<file path="src/design/assert_macros.svh">
// Assertion helpers for the Hall position monitor.
`ifndef ASSERT_MACROS_SVH
`define ASSERT_MACROS_SVH

`ifndef SYNTH

// Same-cycle implication.
`define ASSERT_IMPLIES(lbl, clk, rstn, ante, cons) \
    lbl: assert property (@(posedge clk) disable iff (!(rstn)) (ante) |-> (cons)) \
        else $error("same-cycle check failed");

// Next-cycle implication.
`define ASSERT_NEXT(lbl, clk, rstn, ante, cons) \
    lbl: assert property (@(posedge clk) disable iff (!(rstn)) (ante) |=> (cons)) \
        else $error("next-cycle check failed");

`else

`define ASSERT_IMPLIES(lbl, clk, rstn, ante, cons)
`define ASSERT_NEXT(lbl, clk, rstn, ante, cons)

`endif

`endif

</file>
<file path="src/design/hpfm_pkg.sv">
package hpfm_pkg;

    localparam int POS_W      = 32;
    localparam int LVL_W      = 3;
    localparam int BLANK_W    = 16;
    localparam int WIN_W      = 10;
    localparam int RUN_W      = 3;
    localparam int FLT_W      = 4;
    localparam int THR_W      = 16;
    localparam int CFG_IDX_W  = 3;
    localparam int CFG_DATA_W = 16;
    localparam int S_TDATA_W  = 40;
    localparam int M_TDATA_W  = 40;

    localparam logic [BLANK_W-1:0] BLANK_LIMIT    = 16'd60000;
    localparam logic [BLANK_W-1:0] BLANK_TICKS    = 16'd2000;
    localparam logic [WIN_W-1:0]   SAMPLE_A_TICK  = 10'd400;
    localparam logic [WIN_W-1:0]   SAMPLE_B_TICK  = 10'd800;
    localparam logic [RUN_W-1:0]   RUN_LIMIT      = 3'd5;
    localparam logic [RUN_W-1:0]   RUN_MAX        = 3'd7;

    localparam int FLT_ILLEGAL  = 0;
    localparam int FLT_REVERSE  = 1;
    localparam int FLT_TOO_MANY = 2;
    localparam int FLT_TOO_FEW  = 3;

    typedef enum logic [1:0] {
        ACT_TICK    = 2'd0,
        ACT_LOAD    = 2'd1,
        ACT_CLEAR   = 2'd2,
        ACT_RESTART = 2'd3
    } action_t;

    typedef enum logic [CFG_IDX_W-1:0] {
        CFG_HALL_COUNT    = 3'd0,
        CFG_SINGLE_DIR    = 3'd1,
        CFG_INVERT_DIR    = 3'd2,
        CFG_MONITOR_EN    = 3'd3,
        CFG_EXPECTED_DIR  = 3'd4,
        CFG_TOO_FEW_THR   = 3'd5,
        CFG_TOO_MANY_THR  = 3'd6
    } cfg_index_t;

    // Neighbours of a level state in the commutation order.
    typedef struct packed {
        logic             hit;
        logic [LVL_W-1:0] pred;
        logic [LVL_W-1:0] succ;
    } seq_nbr_t;

    // Two-sensor order: 0, 1, 3, 2
    function automatic seq_nbr_t seq2_nbr(input logic [1:0] cur);
        seq_nbr_t r;
        r.hit = 1'b1;
        case (cur)
            2'd0:    begin r.pred = 3'd2; r.succ = 3'd1; end
            2'd1:    begin r.pred = 3'd0; r.succ = 3'd3; end
            2'd3:    begin r.pred = 3'd1; r.succ = 3'd2; end
            default: begin r.pred = 3'd3; r.succ = 3'd0; end
        endcase
        return r;
    endfunction

    // Three-sensor order: 4, 6, 2, 3, 1, 5
    function automatic seq_nbr_t seq3_nbr(input logic [LVL_W-1:0] cur);
        seq_nbr_t r;
        r.hit = 1'b1;
        case (cur)
            3'd4:    begin r.pred = 3'd5; r.succ = 3'd6; end
            3'd6:    begin r.pred = 3'd4; r.succ = 3'd2; end
            3'd2:    begin r.pred = 3'd6; r.succ = 3'd3; end
            3'd3:    begin r.pred = 3'd2; r.succ = 3'd1; end
            3'd1:    begin r.pred = 3'd3; r.succ = 3'd5; end
            3'd5:    begin r.pred = 3'd1; r.succ = 3'd4; end
            default: begin r.hit = 1'b0; r.pred = 3'd0; r.succ = 3'd0; end
        endcase
        return r;
    endfunction

endpackage

</file>
<file path="src/design/hall_position_fault_monitor_unit.sv">
// Channel  | Handshake          | Payload
// ---------+--------------------+-------------------------------------------
// input    | s_tvalid/s_tready  | s_tuser action, s_tdata levels + position
// result   | m_tvalid/m_tready  | m_tdata position, step, fault flags
// config   | cfg_we             | cfg_index, cfg_wdata
//
// One beat per cycle sustained while m_tready is high; the result beat reaches m_ through
// the input register, then the result register. All state updates in one pass.
// Synchronous active-low reset clears control and state; config goes to defaults.
// A stall on m_tready backs up through the input register; s_tready drops only
// when both registers are full and m_tready is low.
`include "assert_macros.svh"

module hall_position_fault_monitor_unit (
    input  logic                              aclk,
    input  logic                              aresetn,
    input  logic                              s_tvalid,
    output logic                              s_tready,
    // [2:0] hall_levels, [34:3] position_value, [39:35] zero
    input  logic [hpfm_pkg::S_TDATA_W-1:0]    s_tdata,
    // [1:0] action
    input  logic [1:0]                        s_tuser,
    output logic                              m_tvalid,
    input  logic                              m_tready,
    // [31:0] position, [33:32] step_taken, [37:34] fault_flags, [39:38] zero
    output logic [hpfm_pkg::M_TDATA_W-1:0]    m_tdata,
    input  logic                              cfg_we,
    input  logic [hpfm_pkg::CFG_IDX_W-1:0]    cfg_index,
    input  logic [hpfm_pkg::CFG_DATA_W-1:0]   cfg_wdata
);
    import hpfm_pkg::*;

    // config
    logic [1:0]        hall_count_reg;
    logic              single_dir_reg;
    logic              invert_dir_reg;
    logic              monitor_en_reg;
    logic              expected_dir_reg;
    logic [THR_W-1:0]  too_few_reg;
    logic [THR_W-1:0]  too_many_reg;

    // input stage
    logic              in_valid_reg;
    action_t           in_action_reg;
    logic [LVL_W-1:0]  in_levels_reg;
    logic [POS_W-1:0]  in_pos_reg;

    // block state
    logic [POS_W-1:0]   pos_reg,   pos_next;
    logic [LVL_W-1:0]   prev_reg,  prev_next;
    logic [BLANK_W-1:0] blank_reg, blank_next;
    logic [WIN_W-1:0]   win_reg,   win_next;
    logic [POS_W-1:0]   start_reg, start_next;
    logic [RUN_W-1:0]   run_reg,   run_next;
    logic [FLT_W-1:0]   fault_reg, fault_next;

    // result stage
    logic              m_valid_reg;
    logic [POS_W-1:0]  m_pos_reg;
    logic [1:0]        m_step_reg;
    logic [FLT_W-1:0]  m_fault_reg;

    logic              out_free;
    logic              move;

    assign out_free = !m_valid_reg || m_tready;
    assign move     = in_valid_reg && out_free;
    assign s_tready = !in_valid_reg || out_free;

    always_ff @(posedge aclk) begin
        if (!aresetn) begin
            hall_count_reg   <= 2'd3;
            single_dir_reg   <= 1'b0;
            invert_dir_reg   <= 1'b0;
            monitor_en_reg   <= 1'b0;
            expected_dir_reg <= 1'b1;
            too_few_reg      <= '0;
            too_many_reg     <= '0;
        end else if (cfg_we) begin
            unique case (cfg_index_t'(cfg_index))
                CFG_HALL_COUNT:   hall_count_reg   <= cfg_wdata[1:0];
                CFG_SINGLE_DIR:   single_dir_reg   <= cfg_wdata[0];
                CFG_INVERT_DIR:   invert_dir_reg   <= cfg_wdata[0];
                CFG_MONITOR_EN:   monitor_en_reg   <= cfg_wdata[0];
                CFG_EXPECTED_DIR: expected_dir_reg <= cfg_wdata[0];
                CFG_TOO_FEW_THR:  too_few_reg      <= cfg_wdata[THR_W-1:0];
                CFG_TOO_MANY_THR: too_many_reg     <= cfg_wdata[THR_W-1:0];
                default: ;
            endcase
        end
    end

    always_ff @(posedge aclk) begin
        if (!aresetn) begin
            in_valid_reg <= 1'b0;
        end else if (s_tready) begin
            in_valid_reg <= s_tvalid;
        end
    end

    always_ff @(posedge aclk) begin
        if (s_tvalid && s_tready) begin
            in_action_reg <= action_t'(s_tuser);
            in_levels_reg <= s_tdata[LVL_W-1:0];
            in_pos_reg    <= s_tdata[LVL_W+POS_W-1:LVL_W];
        end
    end

    // step decode
    logic [1:0]        sensors;
    logic [LVL_W-1:0]  cur;
    seq_nbr_t          nbr;
    logic              raw_up, raw_dn, up, dn;
    logic [POS_W-1:0]  pos_step;
    logic [1:0]        tick_step;

    always_comb begin
        sensors = (hall_count_reg == 2'd0) ? 2'd1 : hall_count_reg;
        case (sensors)
            2'd1:    cur = {2'b00, in_levels_reg[0]};
            2'd2:    cur = {1'b0, in_levels_reg[1:0]};
            default: cur = in_levels_reg;
        endcase
        nbr = (sensors == 2'd2) ? seq2_nbr(cur[1:0]) : seq3_nbr(cur);
        if (sensors == 2'd1) begin
            raw_up = (cur != prev_reg) && single_dir_reg;
            raw_dn = (cur != prev_reg) && !single_dir_reg;
        end else begin
            raw_up = nbr.hit && (prev_reg == nbr.pred);
            raw_dn = nbr.hit && (prev_reg == nbr.succ);
        end
        up = invert_dir_reg ? raw_dn : raw_up;
        dn = invert_dir_reg ? raw_up : raw_dn;
        if (up) begin
            pos_step  = pos_reg + POS_W'(1);
            tick_step = 2'b01;
        end else if (dn) begin
            pos_step  = pos_reg - POS_W'(1);
            tick_step = 2'b11;
        end else begin
            pos_step  = pos_reg;
            tick_step = 2'b00;
        end
    end

    // monitor
    logic [BLANK_W-1:0] blank_inc;
    logic [WIN_W-1:0]   win_inc;
    logic               legal;
    logic [RUN_W-1:0]   run_inc;
    logic               sample_a, sample_b;
    logic [POS_W-1:0]   diff, ndiff, mag;
    logic               neg, reverse;
    logic [FLT_W-1:0]   mon_fault;

    always_comb begin
        blank_inc = (blank_reg < BLANK_LIMIT) ? blank_reg + BLANK_W'(1) : blank_reg;
        win_inc   = (blank_inc >= BLANK_TICKS) ? win_reg + WIN_W'(1) : win_reg;
        legal     = (sensors != 2'd3) || ((cur != 3'd0) && (cur != 3'd7));
        if (legal) begin
            run_inc = '0;
        end else begin
            run_inc = (run_reg < RUN_MAX) ? run_reg + RUN_W'(1) : run_reg;
        end
        sample_a  = (win_inc == SAMPLE_A_TICK);
        sample_b  = (win_inc == SAMPLE_B_TICK);
        diff      = pos_step - start_reg;
        ndiff     = start_reg - pos_step;
        neg       = diff[POS_W-1];
        mag       = neg ? ndiff : diff;
        reverse   = expected_dir_reg ? neg : (!neg && (diff != '0));
        mon_fault = fault_reg;
        if (!legal && (run_inc >= RUN_LIMIT)) begin
            mon_fault[FLT_ILLEGAL] = 1'b1;
        end
        if (sample_b) begin
            if (reverse) begin
                mon_fault[FLT_REVERSE] = 1'b1;
            end
            if (mag > {{(POS_W-THR_W){1'b0}}, too_many_reg}) begin
                mon_fault[FLT_TOO_MANY] = 1'b1;
            end
            if (mag < {{(POS_W-THR_W){1'b0}}, too_few_reg}) begin
                mon_fault[FLT_TOO_FEW] = 1'b1;
            end
        end
    end

    logic [1:0] step_next;

    always_comb begin
        pos_next   = pos_reg;
        prev_next  = prev_reg;
        blank_next = blank_reg;
        win_next   = win_reg;
        start_next = start_reg;
        run_next   = run_reg;
        fault_next = fault_reg;
        step_next  = 2'b00;
        unique case (in_action_reg)
            ACT_TICK: begin
                pos_next  = pos_step;
                prev_next = cur;
                step_next = tick_step;
                if (monitor_en_reg) begin
                    blank_next = blank_inc;
                    win_next   = sample_b ? '0 : win_inc;
                    run_next   = run_inc;
                    fault_next = mon_fault;
                    if (sample_a) begin
                        start_next = pos_step;
                    end
                end
            end
            ACT_LOAD: begin
                pos_next = in_pos_reg;
            end
            ACT_CLEAR: begin
                fault_next = '0;
            end
            ACT_RESTART: begin
                blank_next = '0;
                win_next   = '0;
                run_next   = '0;
                fault_next = '0;
            end
        endcase
    end

    always_ff @(posedge aclk) begin
        if (!aresetn) begin
            pos_reg   <= '0;
            prev_reg  <= '0;
            blank_reg <= '0;
            win_reg   <= '0;
            start_reg <= '0;
            run_reg   <= '0;
            fault_reg <= '0;
        end else if (move) begin
            pos_reg   <= pos_next;
            prev_reg  <= prev_next;
            blank_reg <= blank_next;
            win_reg   <= win_next;
            start_reg <= start_next;
            run_reg   <= run_next;
            fault_reg <= fault_next;
        end
    end

    always_ff @(posedge aclk) begin
        if (!aresetn) begin
            m_valid_reg <= 1'b0;
        end else if (out_free) begin
            m_valid_reg <= in_valid_reg;
        end
    end

    always_ff @(posedge aclk) begin
        if (move) begin
            m_pos_reg   <= pos_next;
            m_step_reg  <= step_next;
            m_fault_reg <= fault_next;
        end
    end

    assign m_tvalid = m_valid_reg;
    assign m_tdata  = {{(M_TDATA_W-POS_W-2-FLT_W){1'b0}}, m_fault_reg, m_step_reg, m_pos_reg};

    `ASSERT_IMPLIES(a_stall_full, aclk, aresetn, !s_tready, in_valid_reg && m_valid_reg)
    `ASSERT_IMPLIES(a_blank_sat, aclk, aresetn, 1'b1, blank_reg <= BLANK_LIMIT)
    `ASSERT_IMPLIES(a_win_range, aclk, aresetn, 1'b1, win_reg < SAMPLE_B_TICK)
    `ASSERT_IMPLIES(a_fault_sticky, aclk, aresetn,
        move && (in_action_reg == ACT_TICK || in_action_reg == ACT_LOAD),
        (fault_reg & ~fault_next) == '0)
    `ASSERT_NEXT(a_restart_clears, aclk, aresetn, move && in_action_reg == ACT_RESTART,
        blank_reg == '0 && win_reg == '0 && fault_reg == '0)

endmodule
</file>
<file path="config.mk">
export PLATFORM = sky130hd
export DESIGN_NAME = hall_position_fault_monitor_unit
export DESIGN_NICKNAME = d
export VERILOG_FILES = /design/src/design/hpfm_pkg.sv /design/src/design/hall_position_fault_monitor_unit.sv
export VERILOG_INCLUDE_DIRS = /design/src /design/src/design
export SDC_FILE = /design/constraint.sdc
export NUM_CORES = 1
export LEC_CHECK = 0
export BUFFER_PORTS_ARGS = -buffer_cell sky130_fd_sc_hd__buf_2
export CORE_AREA = 10 10 178 180
export CTS_BUF_LIST = sky130_fd_sc_hd__clkbuf_16
export DETAILED_ROUTE_END_ITERATION = 10
export DIE_AREA = 0 0 188 190
export PLACE_DENSITY_LB_ADDON = 0.3
export RECOVER_POWER = 50
export SYNTH_ARGS = -nofsm -noshare
export SYNTH_HDL_FRONTEND = slang
export SYNTH_SLANG_ARGS = --single-unit
</file>
<file path="constraint.sdc">
create_clock -name aclk -period 6.85 [get_ports aclk]
set_input_delay 0.685 -clock aclk [delete_from_list [all_inputs] [get_ports aclk]]
set_output_delay 0.685 -clock aclk [all_outputs]
set_load 0.05 [all_outputs]
</file>
Yosys cells after proc, flatten, opt, wreduce, memory -nomap -nowiden
Cells that the tools add are included.
{"block": "totals", "word_cells": 136, "regBits": 215, "out_inout_bits": 42, "inputBits": 66}
{"block": "op_classes", "n_lt_le_gt_ge": 6, "n_reduce_logical": 37, "muxes": 35, "eq_ne": 27, "n_addsub": 7, "n_bitwise": 1}
{"op": "32-bit 2-to-1 mux", "count": 3}
{"op": "32-bit one-hot mux with 2 select lines", "count": 1}
{"op": "32-bit subtractor", "count": 2}
{"op": "6-bit one-hot mux with 6 select lines", "count": 1}
{"op": "32-bit by 1-bit adder with 32-bit output, second input constant", "count": 1}
{"op": "32-bit by 16-bit greater-than comparator with 1-bit output", "count": 1}
{"op": "32-bit by 16-bit less-than comparator with 1-bit output", "count": 1}
{"op": "16-bit 2-to-1 mux", "count": 2}
{"op": "16-bit one-hot mux with 2 select lines", "count": 1}
{"op": "32-bit nonzero test", "count": 1}
{"op": "32-bit by 1-bit subtractor with 32-bit output, second input constant", "count": 1}
{"op": "10-bit 2-to-1 mux", "count": 3}
{"op": "10-bit one-hot mux with 2 select lines", "count": 1}
{"op": "3-bit equality test, second input constant", "count": 6}
{"op": "16-bit by 1-bit adder with 16-bit output, second input constant", "count": 1}
{"op": "16-bit by 11-bit greater-or-equal comparator with 1-bit output, second input constant", "count": 1}
{"op": "16-bit less-than comparator, second input constant", "count": 1}
{"op": "2-bit AND reduction", "count": 8}
{"op": "5-bit one-hot mux with 3 select lines", "count": 1}
{"op": "3-bit by 2-bit equality test with 1-bit output, second input constant", "count": 4}
{"op": "3-bit 2-to-1 mux", "count": 4}
{"op": "3-bit one-hot mux with 2 select lines", "count": 2}
{"op": "1-bit 2-to-1 mux", "count": 11}
{"op": "10-bit by 1-bit adder with 10-bit output, second input constant", "count": 1}
{"op": "28 further kinds", "count": 54}

Longest topological paths before layout
Gate-level depths: netlist of run 1.
{"block": "depth", "ltp_word": 22, "ltp_mapped": 37, "mapped_depth_nobuf": 33}

Worst setup path before layout of run 1
Ideal clock, no wire load.
{"block": "synth_timing", "path_type": "reg-to-reg", "from": "reg in_levels_reg[2]", "to": "reg m_fault_reg[2] (data pin)", "n_path_buf": 4, "path_slack_ns": -0.539, "required_ns": 6.593, "stages_incl_launch_ff": 37, "setup_time_ns": 0.257, "arrival_ns": 7.132, "period_less_slack_ns": 7.389, "cell_sequence": "edfxtp_1 > clkbuf_1 > or2_2 > a21oi_1 > mux2_2 > or3_1 > a211oi_1 > and2_0 > clkbuf_1 > a31oi_1 > xor2_1 > inv_1 > ha_1 > clkbuf_1 > nand2_1 > o21a_1 > o22ai_1 > nor3_1 > o211ai_1 > a21o_1 > a21o_1 > xor2_2 > buf_2 > mux2i_1 > xor2_1 > ha_1 > a21oi_1 > o22ai_1 > o21ai_0 > nand2b_1 > a21oi_1 > nor2b_1 > o21ai_0 > a21oi_1 > a2111oi_0 > a31o_2 > o2bb2ai_1"}
{"block": "synth_between", "elab_chain_len": 17, "word_cells_on_any_way": 32, "cone_classes": "add/sub: 2; order compare: 1; eq/ne: 9; mux: 15; reduce/logical: 5"}
{"element": "start, declared", "line": "hall_position_fault_monitor_unit.sv:45", "rtl": "logic [LVL_W-1:0] in_levels_reg;"}
{"element": "start signal, assigned", "line": "hall_position_fault_monitor_unit.sv:104", "rtl": "in_levels_reg <= s_tdata[LVL_W-1:0];"}
{"element": "3-bit one-hot mux with 2 select lines (*)", "line": "hall_position_fault_monitor_unit.sv:119", "rtl": "case (sensors)"}
{"element": "3-bit equality test, or another cell as far along", "line": "hpfm_pkg.sv:68", "rtl": "case (cur)"}
{"element": "6-bit one-hot mux with 6 select lines or 6-bit OR reduction (tied branches)"}
{"element": "7-bit 2-to-1 mux or 1-bit 2-to-1 mux (tied branches)", "line": "hall_position_fault_monitor_unit.sv:124, hpfm_pkg.sv:68"}
{"element": "3-bit equality test, or another cell as far along", "line": "hall_position_fault_monitor_unit.sv:130", "rtl": "raw_dn = nbr.hit && (prev_reg == nbr.succ);"}
{"element": "1-bit logical AND, on equally long branches", "line": "hall_position_fault_monitor_unit.sv:130, hall_position_fault_monitor_unit.sv:129"}
{"element": "1-bit 2-to-1 mux", "line": "hall_position_fault_monitor_unit.sv:125", "rtl": "if (sensors == 2'd1) begin"}
{"element": "1-bit 2-to-1 mux", "line": "hall_position_fault_monitor_unit.sv:133", "rtl": "dn = invert_dir_reg ? raw_up : raw_dn;"}
{"element": "(+2 left out)"}
{"element": "named net pos_step[15]", "line": "hall_position_fault_monitor_unit.sv:114", "rtl": "logic [POS_W-1:0] pos_step;"}
{"element": "32-bit subtractor, on equally long branches", "line": "hall_position_fault_monitor_unit.sv:167, hall_position_fault_monitor_unit.sv:168"}
{"element": "32-bit 2-to-1 mux (*)", "line": "hall_position_fault_monitor_unit.sv:170", "rtl": "mag = neg ? ndiff : diff;"}
{"element": "32-bit by 16-bit greater-than comparator with 1-bit output (*)", "line": "hall_position_fault_monitor_unit.sv:180", "rtl": "if (mag > {{(POS_W-THR_W){1'b0}}, too_many_reg}) begin"}
{"element": "1-bit 2-to-1 mux (*)", "line": "hall_position_fault_monitor_unit.sv:180"}
{"element": "3-bit 2-to-1 mux (*)", "line": "hall_position_fault_monitor_unit.sv:176", "rtl": "if (sample_b) begin"}
{"element": "4-bit 2-to-1 mux (*)", "line": "hall_position_fault_monitor_unit.sv:205", "rtl": "if (monitor_en_reg) begin"}
{"element": "4-bit one-hot mux with 2 select lines (*)", "line": "hall_position_fault_monitor_unit.sv:200", "rtl": "unique case (in_action_reg)"}
{"element": "named net fault_next[2]", "line": "hall_position_fault_monitor_unit.sv:55", "rtl": "logic [FLT_W-1:0] fault_reg, fault_next;"}
{"element": "end signal, assigned", "line": "hall_position_fault_monitor_unit.sv:262", "rtl": "m_fault_reg <= fault_next;"}
{"element": "end, declared", "line": "hall_position_fault_monitor_unit.sv:61", "rtl": "logic [FLT_W-1:0] m_fault_reg;"}
The timed path passes the listed nets; every way through them passes the cells marked *.
A chain may end at the register's enable or synchronous reset.

Final worst setup path of run 1
{"block": "layout_timing", "from": "reg in_levels_reg[0]", "to": "reg fault_reg[2]"}
{"block": "layout_between", "elab_chain_len": 17, "word_cells_on_any_way": 36, "cone_classes": "add/sub: 2; order compare: 1; eq/ne: 11; mux: 16; reduce/logical: 6"}
{"element": "3-bit one-hot mux with 2 select lines (*)", "line": "hall_position_fault_monitor_unit.sv:119"}
{"element": "3-bit equality test, or another cell as far along", "line": "hpfm_pkg.sv:68"}
{"element": "6-bit one-hot mux with 6 select lines, or another cell as far along", "line": "hpfm_pkg.sv:68"}
{"element": "7-bit 2-to-1 mux or 1-bit 2-to-1 mux (tied branches)", "line": "hall_position_fault_monitor_unit.sv:124, hpfm_pkg.sv:68"}
{"element": "3-bit equality test, or another cell as far along", "line": "hall_position_fault_monitor_unit.sv:130"}
{"element": "1-bit logical AND, on equally long branches", "line": "hall_position_fault_monitor_unit.sv:130, hall_position_fault_monitor_unit.sv:129"}
{"element": "1-bit 2-to-1 mux", "line": "hall_position_fault_monitor_unit.sv:125"}
{"element": "1-bit 2-to-1 mux", "line": "hall_position_fault_monitor_unit.sv:133"}
{"element": "(+2 left out)"}
{"element": "named net pos_step[22]", "line": "hall_position_fault_monitor_unit.sv:114"}
{"element": "32-bit subtractor, on equally long branches", "line": "hall_position_fault_monitor_unit.sv:167, hall_position_fault_monitor_unit.sv:168"}
{"element": "32-bit 2-to-1 mux (*)", "line": "hall_position_fault_monitor_unit.sv:170"}
{"element": "32-bit by 16-bit greater-than comparator with 1-bit output (*)", "line": "hall_position_fault_monitor_unit.sv:180"}
{"element": "1-bit 2-to-1 mux (*)", "line": "hall_position_fault_monitor_unit.sv:180"}
{"element": "3-bit 2-to-1 mux (*)", "line": "hall_position_fault_monitor_unit.sv:176"}
{"element": "4-bit 2-to-1 mux (*)", "line": "hall_position_fault_monitor_unit.sv:205"}
{"element": "4-bit one-hot mux with 2 select lines (*)", "line": "hall_position_fault_monitor_unit.sv:200"}
{"element": "end signal, assigned", "line": "hall_position_fault_monitor_unit.sv:246", "rtl": "fault_reg <= fault_next;"}
{"element": "end, declared", "line": "hall_position_fault_monitor_unit.sv:55"}
Marked as above.

==> results.ini, run 1 <==
[finish]
fillers = 2309
layout.cells.most_common_list = nand2_1 (217), buf_4 (200), a21oi_1 (184)
fin_area_sq_um = 18800
syn_to_final_growth_pct = 22.4
seq_area_sq_um = 5050
fin_nets = 2299
final_common_cell = nand2_1
drive_above_1_share_pct = 20.6
antenna_cells = 0
multi_input_area_sq_um = 9930

[placement]
dpl_cell_area_sq_um = 17300
gp_congestion = 0.926
post-dp-hpwl_mm = 33.7
io_buffers = 100

[clocking]
clock_sinks = 215
cts_tree = yes
hold_buffers = 0
clockRootBuffer = clkbuf_16
clock_path_buffers = 3
clk_pin_slew_worst_paths_ns = 0.06
cts_buffers = 25
insertion_delay_ns = 0.53
htreeDepth = 1

[drt]
drtIter0Drc = 1305
drc = 0
ant_nets = 0
wirelength_mm = 46.1
wire_per_inst_um = 18.2
vias = 14900
via_per_inst = 5.88
drt_pass1_iterations = 6

[synthesis]
ys_seq_elements = 215
ys_async_sr_fraction_pct = 0
syn_inst = 1908
syn_avg_cell_area_sq_um = 8.03
synth_top_area_share_pct = 18.3
yosysWarnings = 0
synth_cell_types = 84
synthTopCellsByArea = dfxtp_1 (18%), edfxtp_1 (15%), ha_1 (8.0%), a21oi_1 (6.4%), nand2_1 (5.3%)
synthesis.area_sq_um = 15300
yosys_most_used_dff = dfxtp_1
synth_edf_count = 75
synth_area_leader_cell = dfxtp_1
ys_seq_area_share_pct = 33.0

[setup_path]
slowest_stage = edfxtp_1
cp.arrival_ns = 7.29
path_class = reg -> reg
end_kind = flop
cpPeakStageDelay_ns = 0.40
r2r_start = in_levels_reg[0]
start_kind = flop
reg2regPathDepth = 37
rr_endpoint = fault_reg[2]
crit_fanout = 11
r2r_slack_ns = 0.001
critPathRequiredTime_ns = 7.29
endpoint = fault_reg[2]
cp_common_cell = buf_4
setup.worst_path.start = in_levels_reg[0]

[grt]
grt-ovfl-total = 0
grt_max_degree = 80
grt_antenna_before_repair = 0
track_usage_pct = 24.0
grt_pass1_vias = 14000
grt_pass1_wl_mm = 72.3

[sta]
fin_crit_ns = 6.85
hold_viol_final = 0
drv_slew = 92
fin_crit_sh_pct = 100
fin_skew_ns = 0.0301
slew_headroom_pct = -106
timing.hold.ws_ns = 0.327
finalSetupViolCount = 0
tightest_slew_ns = 3.09
rsz0062_at_grt = yes
clock.fmax_mhz = 146

[die]
die_area_sq_um = 35700
io_pins = 108
core_sq_um = 28200
die_h_um = 190
fp-row-count = 62
initial_core_util_pct = 54.3
die_width_um = 188

[power]
p_sw_mw = 1.73
p_int_mw = 3.12
clkPwrFrac_pct = 25.6
power_mw = 4.84
power.density_nw_per_um2 = 258
leakage_nw = 7.55
switching_share_pct = 35.6
p_comb_share_pct = 45.5
pwr-share-seq_pct = 28.9
ir_worst_vdd_v = 0.000229

[min_path]
min_path_type = in -> reg

[run]
cap_viol_max_count = 3

[status]
failed_checks = capacitance limit, slew limit
status = finished, violations left

synth_stat cells (21+ instances only):
| master | n |
|---|---|
| nand2_1 | 218 |
| a21oi_1 | 195 |
| nor2_1 | 149 |
| dfxtp_1 | 140 |
| inv_1 | 128 |
| o21ai_0 | 117 |
| ha_1 | 98 |
| clkbuf_1 | 86 |
| edfxtp_1 | 75 |
| xnor2_1 | 58 |
| nand3_1 | 51 |
| nor3_1 | 38 |
| mux2i_1 | 33 |
| nand2b_1 | 30 |
| nand4_1 | 29 |
| xor2_1 | 29 |
| a21o_1 | 28 |
| and3_1 | 28 |
| a211oi_1 | 27 |
| and2_1 | 22 |
| mux2_2 | 21 |
per-stage QoR:
| stage | worst slack [ns] | cells | utilization (%) | setup TNS [ns] |
|---|---|---|---|---|
| after floorplan | 0.0210 | 1909 | - | 0 |
| after global placement | -0.178 | 2468 | 61.2 | -0.261 |
| after detailed placement | -0.412 | 2468 | 61.2 | -1.32 |
| after CTS | 0.00480 | 2522 | 64.7 | 0 |
| after global routing | -0.343 | 2535 | 66.4 | -1.19 |
| final | 0.00115 | 2535 | 66.4 | 0 |
power groups by stage:
stage	Sequential, mW	Clock (mW)	Combinational [mW]
2_1_floorplan	1.46	0	1.19
5_1_grt	1.40	1.30	2.41
6_report	1.40	1.24	2.21
4_1_cts	1.39	1.26	2.01
3_3_place_gp	1.42	0	1.88
3_5_place_dp	1.42	0	1.92
critical path, delay by kind of cell, from the launching register on:
kind                     cells  cell delay (ns)
AO/OA/AOI/OAI               15             2.31
XOR/XNOR                     3             0.67
adder cells (fa/ha/maj)      2             0.52
buffers and inverters       10             1.34
flip-flops                   1             0.40
multiplexers                 2             0.56
AND/OR/NAND/NOR              5             0.92
routing by layer:
metal  vias to the layer above  GRT usage [%]  wire (um)
li1                       7203              -          -
met1                      7001           32.4      20200
met2                       614           39.3      21400
met3                        85           3.22       3220
met4                         0           6.95       1230
met5                         -              0          0
what timing repair did:
action | CTS | global route
resized for setup | 35 | 85
setup buffers | 9 | 13
setup endpoints to repair | 4 | 4
pin swaps | 19 | 33
final cells by class:
cell class                      instances  area share [%]
Sequential cell                       215            26.9
Clock buffer                           25            3.34
Timing Repair Buffer                  310            10.9
Tap cell                              384            2.56
Multi-Input combinational cell       1451            53.0
Clock inverter                         20           0.680
Inverter                              130            2.61
cell families (layout without fill, tap and decap cells):
logic type / Yosys count / in the layout / share of synthesized area, %
AO/OA/AOI/OAI: 543 / 543 / 22.3
flip-flops: 215 / 215 / 33.0
other: 1 / 2 / 0.0245
multiplexers: 54 / 54 / 3.70
buffers and inverters: 243 / 485 / 6.47
XOR/XNOR: 89 / 89 / 5.23
AND/OR/NAND/NOR: 663 / 663 / 21.0
adder cells (fa/ha/maj): 100 / 100 / 8.26
worst min path at each step:
stage,from,to,cells past startpoint
finish,s_tdata[5],in_pos_reg[2],1
detailed placement,too_few_reg[5],too_few_reg[5],2
global route,s_tdata[5],in_pos_reg[2],1
global placement,too_few_reg[0],too_few_reg[0],2
CTS,s_tdata[5],in_pos_reg[2],1
floorplan,too_few_reg[0],too_few_reg[0],2
Note: power is estimated with default switching activity, not from simulation.
==> inputs of run 2 (changes only) <==
--- a/config.mk
+++ b/config.mk
@@ -13,6 +13,7 @@
 export DIE_AREA = 0 0 188 190
 export PLACE_DENSITY_LB_ADDON = 0.3
 export RECOVER_POWER = 50
+export REMOVE_ABC_BUFFERS = 1
 export SYNTH_ARGS = -nofsm -noshare
 export SYNTH_HDL_FRONTEND = slang
 export SYNTH_SLANG_ARGS = --single-unit
==> constraint.sdc (replaced) <==
create_clock -name aclk -period 6.47 [get_ports aclk]
set_input_delay 0.647 -clock aclk [delete_from_list [all_inputs] [get_ports aclk]]
set_output_delay 0.647 -clock aclk [all_outputs]
set_load 0.05 [all_outputs]
==> run 2 against run 1 <==
The run ends with capacitance limit, slew limit, setup timing left; via count rose by 0.88%; flip-flop and latch count did not move; clock power up 19%; critical path depth shrank 5; maximum frequency up 1.5%; worst hold slack worse by 0.049 ns; largest power group unchanged.
==> results.ini, run 2 (same netlist as run 1, synthesis figures left out) <==
[drt]
ant_nets = 0  ; unchanged
drt_pass1_iterations = 5  ; -1
vias = 15000  ; +0.88%
via_per_inst = 5.87  ; -0.22%
drtIter0Drc = 1224  ; -6.2%
drc = 0  ; unchanged
wire_per_inst_um = 18.4  ; +1.3%
wirelength_mm = 47.2  ; +2.5%

[finish]
layout.cells.most_common_list = buf_4 (225), nand2_1 (218), a21oi_1 (181)
fin_nets = 2326  ; +1.2%
seq_area_sq_um = 5050  ; unchanged
antenna_cells = 0  ; unchanged
fillers = 2372  ; +2.7%
final_common_cell = buf_4
multi_input_area_sq_um = 9710  ; -2.3%
utilization_pct = 66.8  ; +0.33 points
syn_to_final_growth_pct = 23.0
fin_area_sq_um = 18900  ; +0.50%
drive_above_1_share_pct = 20.6  ; -0.036 points
fin_cells = 2563  ; +1.1%

[die]
die_area_sq_um = 35700  ; unchanged
core_sq_um = 28200  ; unchanged
io_pins = 108  ; unchanged
initial_core_util_pct = 54.3  ; unchanged
fp-row-count = 62  ; unchanged
die_h_um = 190  ; unchanged
die_width_um = 188  ; unchanged

[status]
failed_checks = capacitance limit, slew limit, setup timing
status = finished, violations left

[setup_path]
path_class = reg -> reg
slowest_stage = edfxtp_1
cpPeakStageDelay_ns = 0.39  ; about the same
crit_fanout = 5  ; -6
critPathRequiredTime_ns = 6.77  ; -0.52 ns
cp.arrival_ns = 7.05  ; -0.24 ns
end_kind = flop
start_kind = flop
cp_common_cell = a21o_1

[grt]
track_usage_pct = 25.4  ; +1.4 points
grt-ovfl-total = 0  ; unchanged
grt_antenna_before_repair = 1  ; +1
grt_pass1_vias = 14500  ; +3.5%
grt_pass1_wl_mm = 75.5  ; +4.4%
grt_max_degree = 66  ; -18%

[sta]
rsz0062_at_grt = yes
fin_crit_ns = 6.75  ; -0.0992 ns
finalWorstSetupSlack_ns = -0.280  ; -0.281 ns
setup_tns_ns = -0.735  ; -0.735 ns
fin_crit_sh_pct = 104  ; +4.3 points
timing.hold.ws_ns = 0.278  ; -0.0491 ns
tightest_slew_ns = 2.77  ; -0.321 ns
finalSetupViolCount = 4  ; +4
slew_headroom_pct = -84.6  ; +21 points
clock.fmax_mhz = 148  ; +1.5%
drv_slew = 177  ; +92%
hold_viol_final = 0  ; unchanged
fin_skew_ns = 0.0236  ; -0.00648 ns

[power]
leakage_nw = 7.69  ; +1.8%
power.density_nw_per_um2 = 286  ; +11%
power_mw = 5.40  ; +11%
ir_worst_vdd_v = 0.000275  ; +20%

[clocking]
htreeDepth = 1  ; unchanged
clock_sinks = 215  ; unchanged
hold_buffers = 0  ; unchanged
clock_path_buffers = 3  ; unchanged
clockRootBuffer = clkbuf_16
cts_tree = yes
clk_pin_slew_worst_paths_ns = 0.06  ; about the same
insertion_delay_ns = 0.56  ; +0.03 ns
cts_buffers = 25  ; unchanged

[placement]
numPlacedInstances = 2497  ; +1.2%
dpl_cell_area_sq_um = 17400  ; +1.0%
io_buffers = 100  ; unchanged
gp_congestion = 0.990  ; +6.9%
post-dp-hpwl_mm = 34.8  ; +3.4%
pre_cts_ws_ns = -0.885  ; -0.473 ns

[min_path]
min_path_type = in -> reg

[run]
cap_viol_max_count = 4  ; +1

==> run 2: cell types whose count changed in the layout (fill, tap and decap cells not counted), sizes merged <==
cell / previous run / this run
buf: 266 / 289
clkbuf: 69 / 73
inv: 136 / 132
bufinv: 1 / 4
clkinv: 11 / 12
clkinvlp: 2 / 3
==> run 2: metal layers <==
metal / wire length [um] / up-vias / GRT usage (%)
met5: 8 / - / 0
met4: 1210 / 2 / 6.34
met3: 3760 / 80 / 3.92
met2: 21300 / 590 / 41.1
met1: 21000 / 7096 / 34.7
li1: - / 7266 / -
==> run 2: area by class of cell <==
type,instances,share of cell area (%)
Timing Repair Buffer,337,12.0
Inverter,130,2.60
Clock buffer,25,3.32
Clock inverter,21,1.22
Sequential cell,215,26.8
Multi-Input combinational cell,1451,51.5
Tap cell,384,2.55
==> run 2: final timing paths <==
check / start / to / slack [ns] / depth (start not counted)
max: in_levels_reg[2] / m_fault_reg[2] / -0.28 / 32
min: s_tdata[4] / in_pos_reg[1] / 0.28 / 1
max reg2reg: in_levels_reg[2] / m_fault_reg[2] / -0.28 / 32
min reg2reg: too_few_reg[10] / too_few_reg[10] / 0.46 / 2
==> run 2: what timing repair did <==
action                                  CTS  global route
resized for setup                        57            39
setup buffers                            12             8
endpoints found under the hold margin     0             0
cloned                                    1             0
endpoints found under the setup margin    4             5
pin swaps                                38            26
==> run 2: worst max-delay path: cells and delay by family (launching register included) <==
family	cells	cell delay, ns
flip-flops	1	0.39
multiplexers	1	0.32
AO/OA/AOI/OAI	18	2.88
adder cells (fa/ha/maj)	2	0.61
XOR/XNOR	3	0.69
AND/OR/NAND/NOR	5	1.16
buffers and inverters	3	0.43
==> run 2: report_power, final <==
group          leakage [nW]  total (mW)  internal [mW]  switching, mW
logic                  5.41        2.44           1.16           1.28
registers              1.86        1.47           1.45         0.0248
clock network         0.423        1.48          0.873          0.611
total                  7.69        5.40           3.48           1.92
